==> config.mk <==
export PLATFORM = sky130hd
export DESIGN_NAME = sts_front
export DESIGN_NICKNAME = d
export VERILOG_FILES = /design/src/rtl/sts_pkg.sv /design/src/rtl/sts_front.sv
export SDC_FILE = /design/constraint.sdc
export NUM_CORES = 1
export LEC_CHECK = 0
export ABC_AREA = 1
export BUFFER_PORTS_ARGS = -buffer_cell sky130_fd_sc_hd__buf_2
export CAP_MARGIN = 20
export CORE_MARGIN = 2
export CORE_UTILIZATION = 40
export DETAILED_ROUTE_END_ITERATION = 10
export PLACE_DENSITY = 0.69
export SLEW_MARGIN = 0
export SYNTH_ARGS = -nofsm -noshare
export SYNTH_HDL_FRONTEND = slang
export SYNTH_SLANG_ARGS = --single-unit
==> constraint.sdc <==
create_clock -name clk_i -period 6.8 [get_ports clk_i]
set_input_delay 0.68 -clock clk_i [delete_from_list [all_inputs] [get_ports clk_i]]
set_output_delay 0.68 -clock clk_i [all_outputs]
set_load 0.05 [all_outputs]
==> src/rtl/sts_pkg.sv <==
// Shared constants, coefficient table and Q30 multiply helper for the sine series unit
package sts_pkg;

  localparam int ANGLE_W       = 16;
  localparam int RESULT_W      = 16;
  localparam int TC_W          = 3;
  localparam int Q_BITS        = 30;
  localparam int P_W           = 59;   // Q30 magnitude, capped at 2^58
  localparam int SQ_W          = 31;   // |x|^2 as an integer, at most 2^30
  localparam int CM_W          = 31;
  localparam int SUM_W         = 62;   // signed sum of up to six capped terms
  localparam int HALF_W        = 32;
  localparam int PP_W          = 64;
  localparam int MAX_TERMS_DEF = 6;
  localparam int FRAC_BITS_DEF = 13;

  localparam logic [TC_W-1:0] TERM_COUNT_RST = 3'd6;
  localparam logic [P_W-1:0]  MAG_CAP        = {1'b1, 58'd0};

  localparam logic [RESULT_W-1:0] RESULT_MAX = 16'h7fff;
  localparam logic [RESULT_W-1:0] RESULT_MIN = 16'h8000;

  // |1/(2i+1)!| in Q30; the sign alternates with the term index
  localparam logic [CM_W-1:0] RECIP_MAG [6] = '{
    31'd1073741824, 31'd178956971, 31'd8947849, 31'd213044, 31'd2959, 31'd27
  };

  // Sum four 32x32 partial products, drop 30 fraction bits, clamp at 2^58
  function automatic logic [P_W-1:0] mulq_sat(input logic [PP_W-1:0] pp00,
                                              input logic [PP_W-1:0] pp01,
                                              input logic [PP_W-1:0] pp10,
                                              input logic [PP_W-1:0] pp11);
    logic [2*PP_W-1:0]        prod;
    logic [2*PP_W-Q_BITS-1:0] shifted;
    prod = {64'd0, pp00}
         + ({64'd0, pp01} << HALF_W)
         + ({64'd0, pp10} << HALF_W)
         + {pp11, 64'd0};
    shifted = prod[2*PP_W-1:Q_BITS];
    if (shifted > (2*PP_W-Q_BITS)'(MAG_CAP)) begin
      return MAG_CAP;
    end
    return shifted[P_W-1:0];
  endfunction

endpackage

==> src/rtl/sts_front.sv <==
// Front end: angle magnitude and sign, |x|^2, first odd power in Q30
module sts_front #(
  parameter int FRAC_BITS = sts_pkg::FRAC_BITS_DEF,
  parameter int X2W       = sts_pkg::SQ_W
) (
  input  logic                               clk_i,
  input  logic                               rst_ni,
  input  logic                               in_valid_i,
  output logic                               in_ready_o,
  input  logic signed [sts_pkg::ANGLE_W-1:0] angle_i,
  output logic                               out_valid_o,
  input  logic                               out_ready_i,
  output logic [sts_pkg::P_W-1:0]            p_o,
  output logic [X2W-1:0]                     x2_o,
  output logic                               neg_o
);

  localparam int K = sts_pkg::Q_BITS - 2 * FRAC_BITS;

  logic                          v0_q, v1_q;
  logic                          en0, en1;
  logic [sts_pkg::ANGLE_W-1:0]   ax_d, ax0_q, ax1_q;
  logic                          neg0_q, neg1_q;
  logic [2*sts_pkg::ANGLE_W-1:0] sq_full;
  logic [sts_pkg::SQ_W-1:0]      sq_q;

  assign en1        = !v1_q || out_ready_i;
  assign en0        = !v0_q || en1;
  assign in_ready_o = en0;

  // two's complement magnitude; -32768 maps to 32768, which fits unsigned
  assign ax_d    = angle_i[sts_pkg::ANGLE_W-1] ? (~angle_i + 1'b1) : angle_i;
  assign sq_full = ax0_q * ax0_q;

  always_ff @(posedge clk_i or negedge rst_ni) begin
    if (!rst_ni) begin
      v0_q <= 1'b0;
      v1_q <= 1'b0;
    end else begin
      if (en0) v0_q <= in_valid_i;
      if (en1) v1_q <= v0_q;
    end
  end

  always_ff @(posedge clk_i) begin
    if (en0) begin
      ax0_q  <= ax_d;
      neg0_q <= angle_i[sts_pkg::ANGLE_W-1];
    end
    if (en1) begin
      ax1_q  <= ax0_q;
      neg1_q <= neg0_q;
      sq_q   <= sq_full[sts_pkg::SQ_W-1:0];
    end
  end

  assign p_o         = sts_pkg::P_W'(ax1_q) << (sts_pkg::Q_BITS - FRAC_BITS);
  assign neg_o       = neg1_q;
  assign out_valid_o = v1_q;

  if (K >= 0) begin : g_x2_up
    assign x2_o = X2W'(sq_q) << K;
  end else begin : g_x2_down
    assign x2_o = X2W'(sq_q >> (-K));
  end

endmodule

==> impl_metrics.csv <==
group,metric,value,unit
global_route,grt_pass1_wl,36300,um
route,ant_nets,0,
synthesis,yosysMostFrequentCell,"inv_1",
global_route,grt_busiest_layer,"met2",
synthesis,yosysTopAreaCell,"fa_1",
timing,finalSetupViolCount,0,
clocking,hold_buffers,0,
timing,timing.fmax,0.170,GHz
setup_path,rr_worst_depth,22,
timing,finalClockSkew,11.0,ps
synthesis,synthArstFlopShare,3.28,%
floorplanning,io_pins,113,
global_route,use_met1,22.1,%
setup_path,cp.required,6880,ps
setup_path,r2r_slack,910,ps
synthesis,synth-compound-area-share,1.81,%
job,cap_violations,0,
synthesis,syn_avg_cell_area,8.25,sq um
timing,finalHoldViolations,0,
route,via_per_inst,4.52,
synthesis,synth_edf_count,59,
floorplanning,die_h,162,um
synthesis,synth_top_area_share,31.3,%
synthesis,synth_top_family_by_area,"adder cells",
setup_path,crit_family,"adder cells",
route,detail_route.wl_per_cell,13.5,um
route,totalWireLength,21400,um
min_path,hold_path_class,"in2async",
setup_path,cp.depth,22,
global_route,grt_max_degree,44,
placement,portBuffers,64,
final_layout,nFillCells,2438,
timing,tightest_slew,866,ps
timing,relSlewSlack,42.3,%
timing,fin_crit_sh,86.6,%
synthesis,synth_ff_type,"edfxtp_1",
clocking,cts_tree,"yes",
floorplanning,rows,57,
synthesis,synthTopCellsByArea,"fa_1, edfxtp_1, inv_1",
synthesis,synthAdderAreaFrac,41.8,%
synthesis,synthXorXnorAreaFrac,2.81,%
setup_path,crit_path_max_incr_delay,730,ps
global_route,grt_pass1_vias,7558,
setup_path,crit_slowest_cell,"edfxtp_1",
setup_path,worstPathBufferInverterCount,7,
setup_path,cp-endpoint,"sq_q[16]",
setup_path,arrival,5970,ps
final_layout,seq_area,0.00182,sq mm
setup_path,worstReg2RegStart,"ax0_q[9]",
setup_path,crit_fanout,17,
floorplanning,die_x,162,um
clocking,numCtsBuffers,9,
route,via_count,7180,
clocking,path_clk_slew,60,ps
timing,setup_tns,0,ps
timing,finalMaxSlewViolations,0,
timing,rsz0062_at_grt,"no",
final_layout,nNetsFinal,1520,
global_route,met2_usage,31.7,%
synthesis,syn_area,0.00998,sq mm
synthesis,ys_seq_area_share,18.3,%
synthesis,yosysUniqueCellTypes,35,
route,dr.pass1.iters,5,
clocking,cts.sinks,61,
outcome,status,"finished, final reports clean",
floorplanning,die_area,0.0262,sq mm
clocking,clock_path_buffers,2,
clocking,cts_setup_buffers,0,
global_route,grt_usage,17.5,%
setup_path,start_kind,"flip-flop",
route,initialDrtViolationCount,400,
global_route,antenna_found_initial,0,
global_route,grt.met3_usage,2.66,%
synthesis,synth_cells,1210,
synthesis,ys_warn_count,0,
setup_path,critPathKind,"reg2reg",
timing,finalCriticalPeriod,5890,ps
setup_path,cp-end-kind,"flip-flop",
placement,dp_hpwl,17600,um
clocking,htree_levels,3,
setup_path,r2r_end,"sq_q[16]",
clocking,cts_root_buf,"clkbuf_16",
synthesis,synth_common_cells,"inv_1, nand2_1, fa_1, ha_1, edfxtp_1",
floorplanning,initial_core_util,40.9,%
synthesis,synth.ff_latch_count,61,
final_layout,insertedDiodeCount,0,
final_layout,drive_gt1_share,9.09,%
floorplanning,core_area,0.0244,sq mm
clocking,clock_latency,340,ps
setup_path,startpoint,"ax0_q[9]",
route,drc,0,
setup_path,cp_common_cell,"inv_1",
setup_path,path_cells,"nand2_1 > inv_1 > fa_1 > inv_1 > fa_1 > inv_1 > fa_1 > inv_1 > fa_1 > inv_1 > fa_1 > inv_1 > fa_1 > inv_1 > ha_1 > nand2_2 > nor2_2 > nand2_1 > a21oi_1 > nor2_1 > nand2_1 > nand2_1",
placement,routabilityCongestion,0.901,
global_route,grt_overflow,0,
final_layout,multi_input_area,0.00650,sq mm
final_layout,area_delta_synth_final,7.89,%
synthesis,synthSimpleGateAreaFrac,16.8,%
clocking,cts_resized,0,
synthesis,synth_mux_area_share,0,%
logic make-up (layout without fill, tap and decap cells):
logic type                 after synthesis  after routing
buffers and inverters                  440            448
and+or+nand+nor                        406            406
adders and majority gates              240            240
DFF                                     61             61
xor gates and xnor gates                32             32
AOI/OAI and AO/OA                       30             30
other                                    1             48
area by class of cell:
type	count	share of cell area, %
Sequential cell	61	16.9
Tap cell	324	3.77
Multi-Input combinational cell	756	60.3
Clock buffer	13	2.42
Clock inverter	3	0.639
Inverter	365	12.7
Timing Repair Buffer	67	3.18
per-layer routing:
metal / part of all wire (%) / wire length [um]
met1: 43 / 9130
met2: 50 / 10700
met3: 5.3 / 1130
met4: 1.9 / 410
met5: 0 / 0
worst min-delay path by stage:
| stage | from | end | cells after the start |
|---|---|---|---|
| after detailed placement | neg0_q | neg_o | 0 |
| after floorplan | rst_ni | out_valid_o | 0 |
| after global placement | neg0_q | neg_o | 0 |
| after global routing | rst_ni | out_valid_o | 1 |
| after CTS | rst_ni | out_valid_o | 1 |
| final | rst_ni | out_valid_o | 1 |
cell usage in the layout (no fill, tap or decap), drive strengths merged, types with 4 or more instances in the layout:
cell      n
inv     365
nand2   310
fa      156
ha       84
buf      67
edfxtp   59
conb     48
nor2     47
xor2     28
nand3    27
a21oi    15
clkbuf   13
nand4     8
o21bai    6
o21ai     5
or2       4
xnor2     4
nand3b    4
nor3      4
worst reg2reg max path, delay by kind of cell (launching register included):
| family | cells | cell delay (ps) |
|---|---|---|
| AOI/OAI and AO/OA | 1 | 230 |
| adders and majority gates | 7 | 3470 |
| buffers and inverters | 7 | 410 |
| DFF | 1 | 730 |
| and+or+nand+nor | 7 | 800 |
metrics by stage:
step	hold slack (ps)	cells	cell area, sq um	util, %	setup slack, ps
6_report	105	1589	10800	44.1	909
3_3_place_gp	404	1573	10400	42.8	1040
2_1_floorplan	384	1257	10200	-	1410
5_1_grt	96.2	1589	10800	44.1	581
3_5_place_dp	425	1573	10400	42.8	877
4_1_cts	96.1	1589	10800	44.1	888
sequential cells by signal, summed over array words and instances, names as in the netlist:
name and flops:
sq_q 25, ax0_q 16, ax1_q 16, neg0_q 1, neg_o 1, out_valid_o 1
v0_q 1
Power is left out: the tool's default activity adds up to more than one toggle a clock period on the data nets, which glitch-free logic cannot reach.
