File: src/rtl/sts_pkg.sv
// Shared constants, coefficient table and Q30 multiply helper for the sine series unit
package sts_pkg;

  localparam int ANGLE_W       = 16;
  localparam int RESULT_W      = 16;
  localparam int TC_W          = 3;
  localparam int Q_BITS        = 30;
  localparam int P_W           = 59;   // Q30 magnitude, capped at 2^58
  localparam int SQ_W          = 31;   // |x|^2 as an integer, at most 2^30
  localparam int CM_W          = 31;
  localparam int SUM_W         = 62;   // signed sum of up to six capped terms
  localparam int HALF_W        = 32;
  localparam int PP_W          = 64;
  localparam int MAX_TERMS_DEF = 6;
  localparam int FRAC_BITS_DEF = 13;

  localparam logic [TC_W-1:0] TERM_COUNT_RST = 3'd6;
  localparam logic [P_W-1:0]  MAG_CAP        = {1'b1, 58'd0};

  localparam logic [RESULT_W-1:0] RESULT_MAX = 16'h7fff;
  localparam logic [RESULT_W-1:0] RESULT_MIN = 16'h8000;

  // |1/(2i+1)!| in Q30; the sign alternates with the term index
  localparam logic [CM_W-1:0] RECIP_MAG [6] = '{
    31'd1073741824, 31'd178956971, 31'd8947849, 31'd213044, 31'd2959, 31'd27
  };

  // Sum four 32x32 partial products, drop 30 fraction bits, clamp at 2^58
  function automatic logic [P_W-1:0] mulq_sat(input logic [PP_W-1:0] pp00,
                                              input logic [PP_W-1:0] pp01,
                                              input logic [PP_W-1:0] pp10,
                                              input logic [PP_W-1:0] pp11);
    logic [2*PP_W-1:0]        prod;
    logic [2*PP_W-Q_BITS-1:0] shifted;
    prod = {64'd0, pp00}
         + ({64'd0, pp01} << HALF_W)
         + ({64'd0, pp10} << HALF_W)
         + {pp11, 64'd0};
    shifted = prod[2*PP_W-1:Q_BITS];
    if (shifted > (2*PP_W-Q_BITS)'(MAG_CAP)) begin
      return MAG_CAP;
    end
    return shifted[P_W-1:0];
  endfunction

endpackage

File: src/rtl/sts_round.sv
// Back end: last accumulation, round half up to the output format, saturate
module sts_round #(
  parameter int FRAC_BITS = sts_pkg::FRAC_BITS_DEF
) (
  input  logic                                clk_i,
  input  logic                                rst_ni,
  input  logic                                in_valid_i,
  output logic                                in_ready_o,
  input  logic signed [sts_pkg::SUM_W-1:0]    sum_i,
  input  logic [sts_pkg::P_W-1:0]             term_i,
  input  logic                                term_neg_i,
  output logic                                out_valid_o,
  input  logic                                out_ready_i,
  output logic signed [sts_pkg::RESULT_W-1:0] sine_value_o,
  output logic                                saturated_o
);

  localparam int SH  = sts_pkg::Q_BITS - FRAC_BITS;
  localparam int RW  = 64;
  localparam logic signed [RW-1:0] HALF  = RW'(1) << (SH - 1);
  localparam logic signed [RW-1:0] R_MAX = RW'(32767);
  localparam logic signed [RW-1:0] R_MIN = -RW'(32768);

  logic                                v0_q, v1_q;
  logic                                en0, en1;
  logic signed [sts_pkg::SUM_W-1:0]    term_ext, acc_d, acc_q;
  logic signed [RW-1:0]                biased, shifted;
  logic signed [sts_pkg::RESULT_W-1:0] value_d;
  logic                                sat_d;

  assign en1        = !v1_q || out_ready_i;
  assign en0        = !v0_q || en1;
  assign in_ready_o = en0;

  assign term_ext = signed'(sts_pkg::SUM_W'(term_i));
  assign acc_d    = term_neg_i ? (sum_i - term_ext) : (sum_i + term_ext);

  always_comb begin
    biased  = RW'(acc_q) + HALF;
    shifted = biased >>> SH;
    sat_d   = 1'b0;
    value_d = shifted[sts_pkg::RESULT_W-1:0];
    if (shifted > R_MAX) begin
      value_d = sts_pkg::RESULT_MAX;
      sat_d   = 1'b1;
    end else if (shifted < R_MIN) begin
      value_d = sts_pkg::RESULT_MIN;
      sat_d   = 1'b1;
    end
  end

  always_ff @(posedge clk_i or negedge rst_ni) begin
    if (!rst_ni) begin
      v0_q <= 1'b0;
      v1_q <= 1'b0;
    end else begin
      if (en0) v0_q <= in_valid_i;
      if (en1) v1_q <= v0_q;
    end
  end

  always_ff @(posedge clk_i) begin
    if (en0) acc_q <= acc_d;
    if (en1) begin
      sine_value_o <= value_d;
      saturated_o  <= sat_d;
    end
  end

  assign out_valid_o = v1_q;

endmodule

File: config.mk
export PLATFORM = sky130hd
export DESIGN_NAME = sts_round
export DESIGN_NICKNAME = d
export VERILOG_FILES = /design/src/rtl/sts_pkg.sv /design/src/rtl/sts_round.sv
export SDC_FILE = /design/constraint.sdc
export NUM_CORES = 1
export LEC_CHECK = 0
export BUFFER_PORTS_ARGS = -buffer_cell sky130_fd_sc_hd__buf_2
export CAP_MARGIN = 20
export CORE_ASPECT_RATIO = 1.5
export CORE_UTILIZATION = 45
export DETAILED_ROUTE_END_ITERATION = 8
export PLACE_DENSITY = 0.67
export REMOVE_ABC_BUFFERS = 1
export SETUP_SLACK_MARGIN = 0.02
export SKIP_LAST_GASP = 1
export SLEW_MARGIN = 20
export SYNTH_ARGS = -nofsm -noshare
export SYNTH_HDL_FRONTEND = slang
export SYNTH_SLANG_ARGS = --single-unit
File: constraint.sdc
create_clock -name clk_i -period 4.7 [get_ports clk_i]
set_clock_uncertainty 0.05 [all_clocks]
set_input_delay 0.94 -clock clk_i [delete_from_list [all_inputs] [get_ports clk_i]]
set_output_delay 0.94 -clock clk_i [all_outputs]
set_load 0.01 [all_outputs]
==> metrics.md, run 1 <==
| Metric | Value |
|---|---|
| First-pass GRT wire length | `35470 µm` |
| CP arrival | `4.94 ns` |
| Initial Util | `0.4636` |
| Post-synth top area share | `0.2498` |
| WP data required | `4.72 ns` |
| Worst path bufs/invs | `2` |
| Largest net degree at the start of global routing | `49` |
| Core Region | `16330 µm²` |
| Dpl cell area | `10030 µm²` |
| Io pins | `145` |
| Clock Power Share | `0.200` |
| Vias in the first global route | `8044` |
| Rel. slew slack | `0.5001` |
| CP max-delay cell | `or4_4` |
| Cells after Synth | `902` |
| Hold Fails Final Rpt | `0` |
| DR pass1 iterations | `6` |
| Root Buffer | `clkbuf_16` |
| Drt total wl | `22200 µm` |
| Total power | `3.215 mW` |
| Crit. Startpoint | `term_i[5]` |
| RSZ-0062 raised after global routing | `true` |
| CTS H-tree lvls | `3` |
| Sw frac | `0.3631` |
| Area contributors post-synth | `edfxtp_1 25%, xnor2_1 11%, ha_1 10%` |
| Worst Tran Pin Value | `0.7477 ns` |
| Synth async-reset ratio | `0.03077` |
| Final Instance Area | `10920 µm²` |
| I/O Buffers | `144` |
| Filler cells | `1386` |
| Hpwl dp | `17970 µm` |
| Final setup viols | `20` |
| Leakage | `4.772 nW` |
| Power share of the combinational group | `0.486` |
| Gpl congestion | `0.8966` |
| Post-route ant nets | `0` |
| Ant diodes | `0` |
| Worst min-delay path class | `in -> async` |
| Sequential element share of the synthesized area | `0.2564` |
| Synthesized cell area | `7572 µm²` |
| DR WL/cell | `15.08 µm` |
| Max VDD drop | `0.2555 mV` |
| Initial antenna violation count | `0` |
| Internal | `2.047 mW` |
| Syn avg cell area | `8.395 µm²` |
| Clock buffer count from CTS | `9` |
| Gr usage total | `0.2523` |
| Synth cell types | `72` |
| CTS Buffer Depth | `2` |
| Detailed-route DRC error count | `0` |
| Fin crit period | `4.920 ns` |
| Clock-pin slew on the worst setup and hold paths | `0.06 ns` |
| Die W | `107.9 µm` |
| Nets | `1449` |
| CTS tree | `done` |
| Yosys warns | `0` |
| CP top delay family | `compound AO/OA/AOI/OAI gates` |
| Via density | `5.594` |
| Synth area leader | `edfxtp_1` |
| Post-synth EDFFs | `63` |
| Clk Latency, worst-skew pair | `0.33 ns` |
| Max Cap Viol | `0` |
| Syn-to-layout area delta | `44.22%` |
| Pwr per Cell Area | `294.4 nW/µm²` |
| Remaining global-route overflow | `0` |
| FP Rows | `57` |
| PnR worst setup slack | `-0.2199 ns` |
| Worst setup path category | `in -> reg` |
| Top_reg_cell synth | `edfxtp_1` |
| Final worst-path cycle share | `1.047` |
| Die area | `17360 µm²` |
| Peak fanout along the critical path | `4` |
| Flop pwr share | `0.313` |
| CP startpoint kind | `primary input` |
| Status | `finished, violations left` |
| Violated checks | `setup timing` |
| Die H | `160.9 µm` |
| Commonest non-fill, non-tap cell in the layout | `buf_4` |
| Worst Setup End Kind | `flip-flop` |
| Via Count | `8234` |
| Most frequent cells in the layout | `228 x buf_4, 143 x buf_2, 86 x xnor2_1` |
| Initial DRC count | `393` |
| P_sw | `1.167 mW` |
| Final slew viol count | `0` |
| Share of cells above drive strength 1 | `0.3878` |
| Slowest Stage Delay on Critical Path | `0.55 ns` |
| Fmax | `203.3 MHz` |
| Crit path cell chain | `buf_6, or4_4, or4_4, nor3_4, buf_6, a21oi_2, xnor2_2, ha_4, a21o_1, a21o_1, a21oi_1, o211ai_1, a41oi_2, o41ai_4, a2111o_1, a221oi_2, a211oi_1` |
| Synth Register Bits | `65` |
| CTS sink cnt | `65` |
| Worst r2r src | `acc_q[21]$_DFFE_PP_` |
[kinds of logic after synthesis]
family                   Yosys count  share of synthesized area
flip-flops                        65                     0.2564
XOR/XNOR                         121                     0.1400
AO/OA/AOI/OAI                    257                     0.2224
AND/OR/NAND/NOR                  324                     0.2368
adder cells (fa/ha/maj)           62                     0.1024
buffers and inverters             70                    0.03800
multiplexers                       3                   0.003966
[state kept, by name (all words and copies together), names as in the netlist]
| name | count |
|---|---|
| acc_q | 46 |
| sine_value_o | 16 |
| out_valid_o | 1 |
| saturated_o | 1 |
| v0_q | 1 |
[power groups by stage]
stage	registers (mW)	logic, mW	clock network, mW
after floorplan	0.994	0.802	0
after global placement	1.01	1.39	0
after detailed placement	1.01	1.41	0
after CTS	1.00	1.48	0.657
after global routing	1.03	1.70	0.676
final	1.01	1.56	0.644
[path summary, 6_finish.rpt]
kind,cells after the start,to,slack [ns]
setup / recovery,17,acc_q[56]$_DFFE_PP_,-0.22
hold / removal,1,v0_q$_DFFE_PN0P_,0.34
setup reg to reg,9,sine_value_o[14]$_SDFFCE_PN1P_,1.05
hold reg to reg,1,out_valid_o$_DFFE_PN0P_,0.43
max in group asynchronous,1,out_valid_o$_DFFE_PN0P_,4.17
min in group clk_i,1,out_valid_o$_DFFE_PN0P_,0.43
[layout make-up]
type	count	area, µm²	area share
multi-input combinational	767	5762	0.5276
sequential	65	1942	0.1778
inverter	38	142.6	0.01306
clock buffer	10	229.0	0.02097
tap	206	257.7	0.02360
timing repair buffer	380	2529	0.2316
clock inverter	6	58.81	0.005385
[metal layers]
metal / vias up / part of all wire / global-route usage
met5: - / 0 / 0
met4: 0 / 0.023 / 0.08717
met3: 38 / 0.033 / 0.02476
met2: 208 / 0.54 / 0.4863
met1: 3856 / 0.40 / 0.2797
li1: 4132 / - / -
[stage by stage]
| stage | TNS [ns] | utilization | std cells | hold WS, ns | worst slack (ns) |
|---|---|---|---|---|---|
| after floorplan | -4.799 | - | 870 | 0.3851 | -0.4500 |
| after global placement | -15.28 | 0.6144 | 1437 | 0.4006 | -0.7335 |
| after detailed placement | -16.92 | 0.6144 | 1437 | 0.4210 | -0.7787 |
| after CTS | -0.5901 | 0.6504 | 1465 | 0.3240 | -0.1192 |
| after global routing | -4.909 | 0.6687 | 1472 | 0.3311 | -0.3349 |
| final | -1.663 | 0.6687 | 1472 | 0.3405 | -0.2199 |
[cells in the mapped netlist, types with 4 or more instances]
| cell | n |
|---|---|
| and4_1 | 14 |
| nor3b_1 | 8 |
| o21a_1 | 6 |
| nor2_1 | 64 |
| nor3_1 | 29 |
| a31oi_1 | 18 |
| nand4_1 | 32 |
| nor4_1 | 19 |
| nand2b_1 | 7 |
| nor2b_1 | 10 |
| or4_1 | 6 |
| o21ai_2 | 8 |
| inv_1 | 38 |
| a211oi_1 | 11 |
| and2_1 | 10 |
| o21bai_1 | 9 |
| clkbuf_1 | 26 |
| ha_1 | 62 |
| edfxtp_1 | 63 |
| o21ai_0 | 29 |
| o211ai_1 | 8 |
| a41oi_1 | 4 |
| and3_1 | 15 |
| a21o_1 | 25 |
| nand2_1 | 58 |
| nand3_1 | 30 |
| xor2_1 | 29 |
| xnor2_1 | 92 |
| a21oi_1 | 95 |
| o31ai_1 | 4 |
[repair_timing]
| action | CTS | global route |
|---|---|---|
| hold buffers | 0 | 0 |
| pin swaps | 15 | 24 |
| gates resized for setup | 48 | 50 |
| buffers inserted | 12 | 9 |
| setup endpoints to repair | 27 | 30 |
(Power assumes the default switching activity.)
==> run 2, diff against run 1 <==
Settings changed: CORE_ASPECT_RATIO 1.5 to 0.9, SLEW_MARGIN 20 to unset.
==> metrics.md, run 2 (synthesis results as in run 1) <==
| Metric | Value |
|---|---|
| CP max-delay cell | `or4_4` |
| RSZ-0062 raised after global routing | `true` |
| I/O Buffers | `144` |
| CP arrival | `5.01 ns` |
| Leakage | `4.989 nW` |
| Fin crit period | `4.984 ns` |
| Worst r2r src | `acc_q[21]$_DFFE_PP_` |
| Worst min-delay path class | `in -> async` |
| Number of flip-flops in the largest register | `46` |
| R2R setup slack | `1.05 ns` |
| Gpl congestion | `0.9045` |
| Max VDD drop | `0.2676 mV` |
| Commonest non-fill, non-tap cell in the layout | `buf_4` |
| Register area | `1942 µm²` |
| CTS Buffer Depth | `2` |
| Ant diodes | `0` |
| Clock buffer count from CTS | `9` |
| Nets | `1482` |
| CTS H-tree lvls | `3` |
| Io pins | `145` |
| Syn-to-layout area delta | `50.15%` |
| Post-layout util | `0.6977` |
| Via Count | `8399` |
| Fmax | `200.6 MHz` |
| Die area | `17350 µm²` |
| Initial Util | `0.4647` |
| Core Region | `16300 µm²` |
| DR WL/cell | `15.31 µm` |
| Rel. slew slack | `0.4898` |
| CTS sink cnt | `65` |
| Via density | `5.581` |
| Initial DRC count | `615` |
| Largest Register | `acc_q` |
| CTS tree | `done` |
| Total power | `3.289 mW` |
| Die W | `138.7 µm` |
| Largest net degree at the start of global routing | `48` |
| Final setup viols | `19` |
| Hold-fix buffers, CTS | `0` |
| PnR worst setup slack | `-0.2845 ns` |
| Filler cells | `1284` |
| Critical path depth | `20` |
| Remaining global-route overflow | `0` |
| Detailed-route DRC error count | `6` |
| CP startpoint kind | `primary input` |
| Worst setup path category | `in -> reg` |
| Final worst-path cycle share | `1.061` |
| R2R cell count | `8` |
| Final slew viol count | `0` |
| Share of cells above drive strength 1 | `0.4268` |
| Peak fanout along the critical path | `5` |
| Hold Fails Final Rpt | `0` |
| Worst Tran Pin Value | `0.7652 ns` |
| Initial antenna violation count | `0` |
| Largest regs | `acc_q (46), sine_value_o (16)` |
| DR pass1 iterations | `7` |
| FP Rows | `44` |
| Worst Setup End Kind | `flip-flop` |
| Post-route ant nets | `0` |
| Pwr per Cell Area | `289.3 nW/µm²` |
| Drt total wl | `23040 µm` |
| Status | `finished, violations left` |
| Multi-input gate area | `5973 µm²` |
| Final Instance Area | `11370 µm²` |
| Reg2reg end | `sine_value_o[6]$_SDFFCE_PN1P_` |
| Clk Latency, worst-skew pair | `0.33 ns` |
| Worst path bufs/invs | `3` |
| Violated checks | `DRC, setup timing` |
| Clock-pin slew on the worst setup and hold paths | `0.05 ns` |
| Most frequent cells in the layout | `261 x buf_4, 143 x buf_2, 88 x xnor2_1` |
| Crit path cell chain | `buf_6, or4_4, buf_4, nor3b_4, nor2b_4, nor2b_4, and2_4, nor2_1, xnor2_1, ha_1, and4_4, nand2_1, or3_4, o32ai_4, nor4_4, o21ai_2, a21oi_2, buf_4, o21a_1, xnor2_1` |
| First-pass GRT wire length | `36150 µm` |
| CP top delay family | `simple AND/OR/NAND/NOR gates` |
| Gr usage total | `0.2502` |
| Die H | `125.1 µm` |
| Vias in the first global route | `7721` |
| Slowest Stage Delay on Critical Path | `0.54 ns` |
| Root Buffer | `clkbuf_16` |
| Dpl cell area | `10140 µm²` |
| Hpwl dp | `17380 µm` |
| WP data required | `4.73 ns` |
| Max Cap Viol | `0` |
-- run 2: cell count changes in the layout (fill, tap and decap cells not counted), moves of 4 or more --
cell,change
o21ai_2,+6
nor2_1,-6
a21oi_1,-6
nand2_1,-4
a21oi_2,+6
buf_4,+33
-- run 2: layer usage --
| metal | vias to the layer above | share of wire | global-route usage |
|---|---|---|---|
| li1 | 4216 | - | - |
| met1 | 3864 | 0.47 | 0.3636 |
| met2 | 289 | 0.46 | 0.4079 |
| met3 | 30 | 0.055 | 0.02183 |
| met4 | 0 | 0.015 | 0.04444 |
| met5 | - | 0 | 0 |
-- run 2: final cells by class --
type                    instances  share of cell area
multi-input cells             767              0.5254
repair buffers                413              0.2442
flip-flops and latches         65              0.1708
well taps                     207             0.02278
clock buffers                  10             0.02014
inverters                      38             0.01255
clock inverters                 5            0.004182
-- run 2: power by group --
| group | internal (mW) | switching (mW) | leakage [nW] |
|---|---|---|---|
| Combinational | 0.825 | 0.829 | 4.20 |
| Sequential | 0.857 | 0.154 | 0.656 |
| Clock | 0.401 | 0.222 | 0.137 |
-- run 2: repair_timing --
| item | CTS | global route |
|---|---|---|
| pin swaps | 21 | 44 |
| gates cloned | 0 | 0 |
| endpoints found under the setup margin | 28 | 33 |
| buffers inserted | 15 | 25 |
| resized for setup | 44 | 105 |
-- run 2: metrics by stage --
stage / hold slack, ns / TNS (ns) / std cells / worst slack, ns
5_1_grt: 0.3367 / -6.357 / 1505 / -0.4281
6_report: 0.3406 / -2.533 / 1505 / -0.2845
4_1_cts: 0.3320 / -0.6604 / 1481 / -0.1278
3_5_place_dp: 0.4123 / -16.24 / 1452 / -0.7787
3_3_place_gp: 0.4046 / -13.11 / 1452 / -0.6423
2_1_floorplan: 0.3851 / -4.799 / 870 / -0.4500
-- run 2: worst max-delay path by stage --
stage          slack (ns)                  end  startpoint
2_1_floorplan       -0.45  acc_q[61]$_DFFE_PP_   term_i[5]
3_3_place_gp        -0.64  acc_q[61]$_DFFE_PP_   term_i[5]
3_5_place_dp        -0.78  acc_q[56]$_DFFE_PP_   term_i[5]
4_1_cts             -0.13  acc_q[56]$_DFFE_PP_   term_i[5]
5_1_grt             -0.43  acc_q[56]$_DFFE_PP_   term_i[4]
6_report            -0.28  acc_q[41]$_DFFE_PP_   term_i[5]
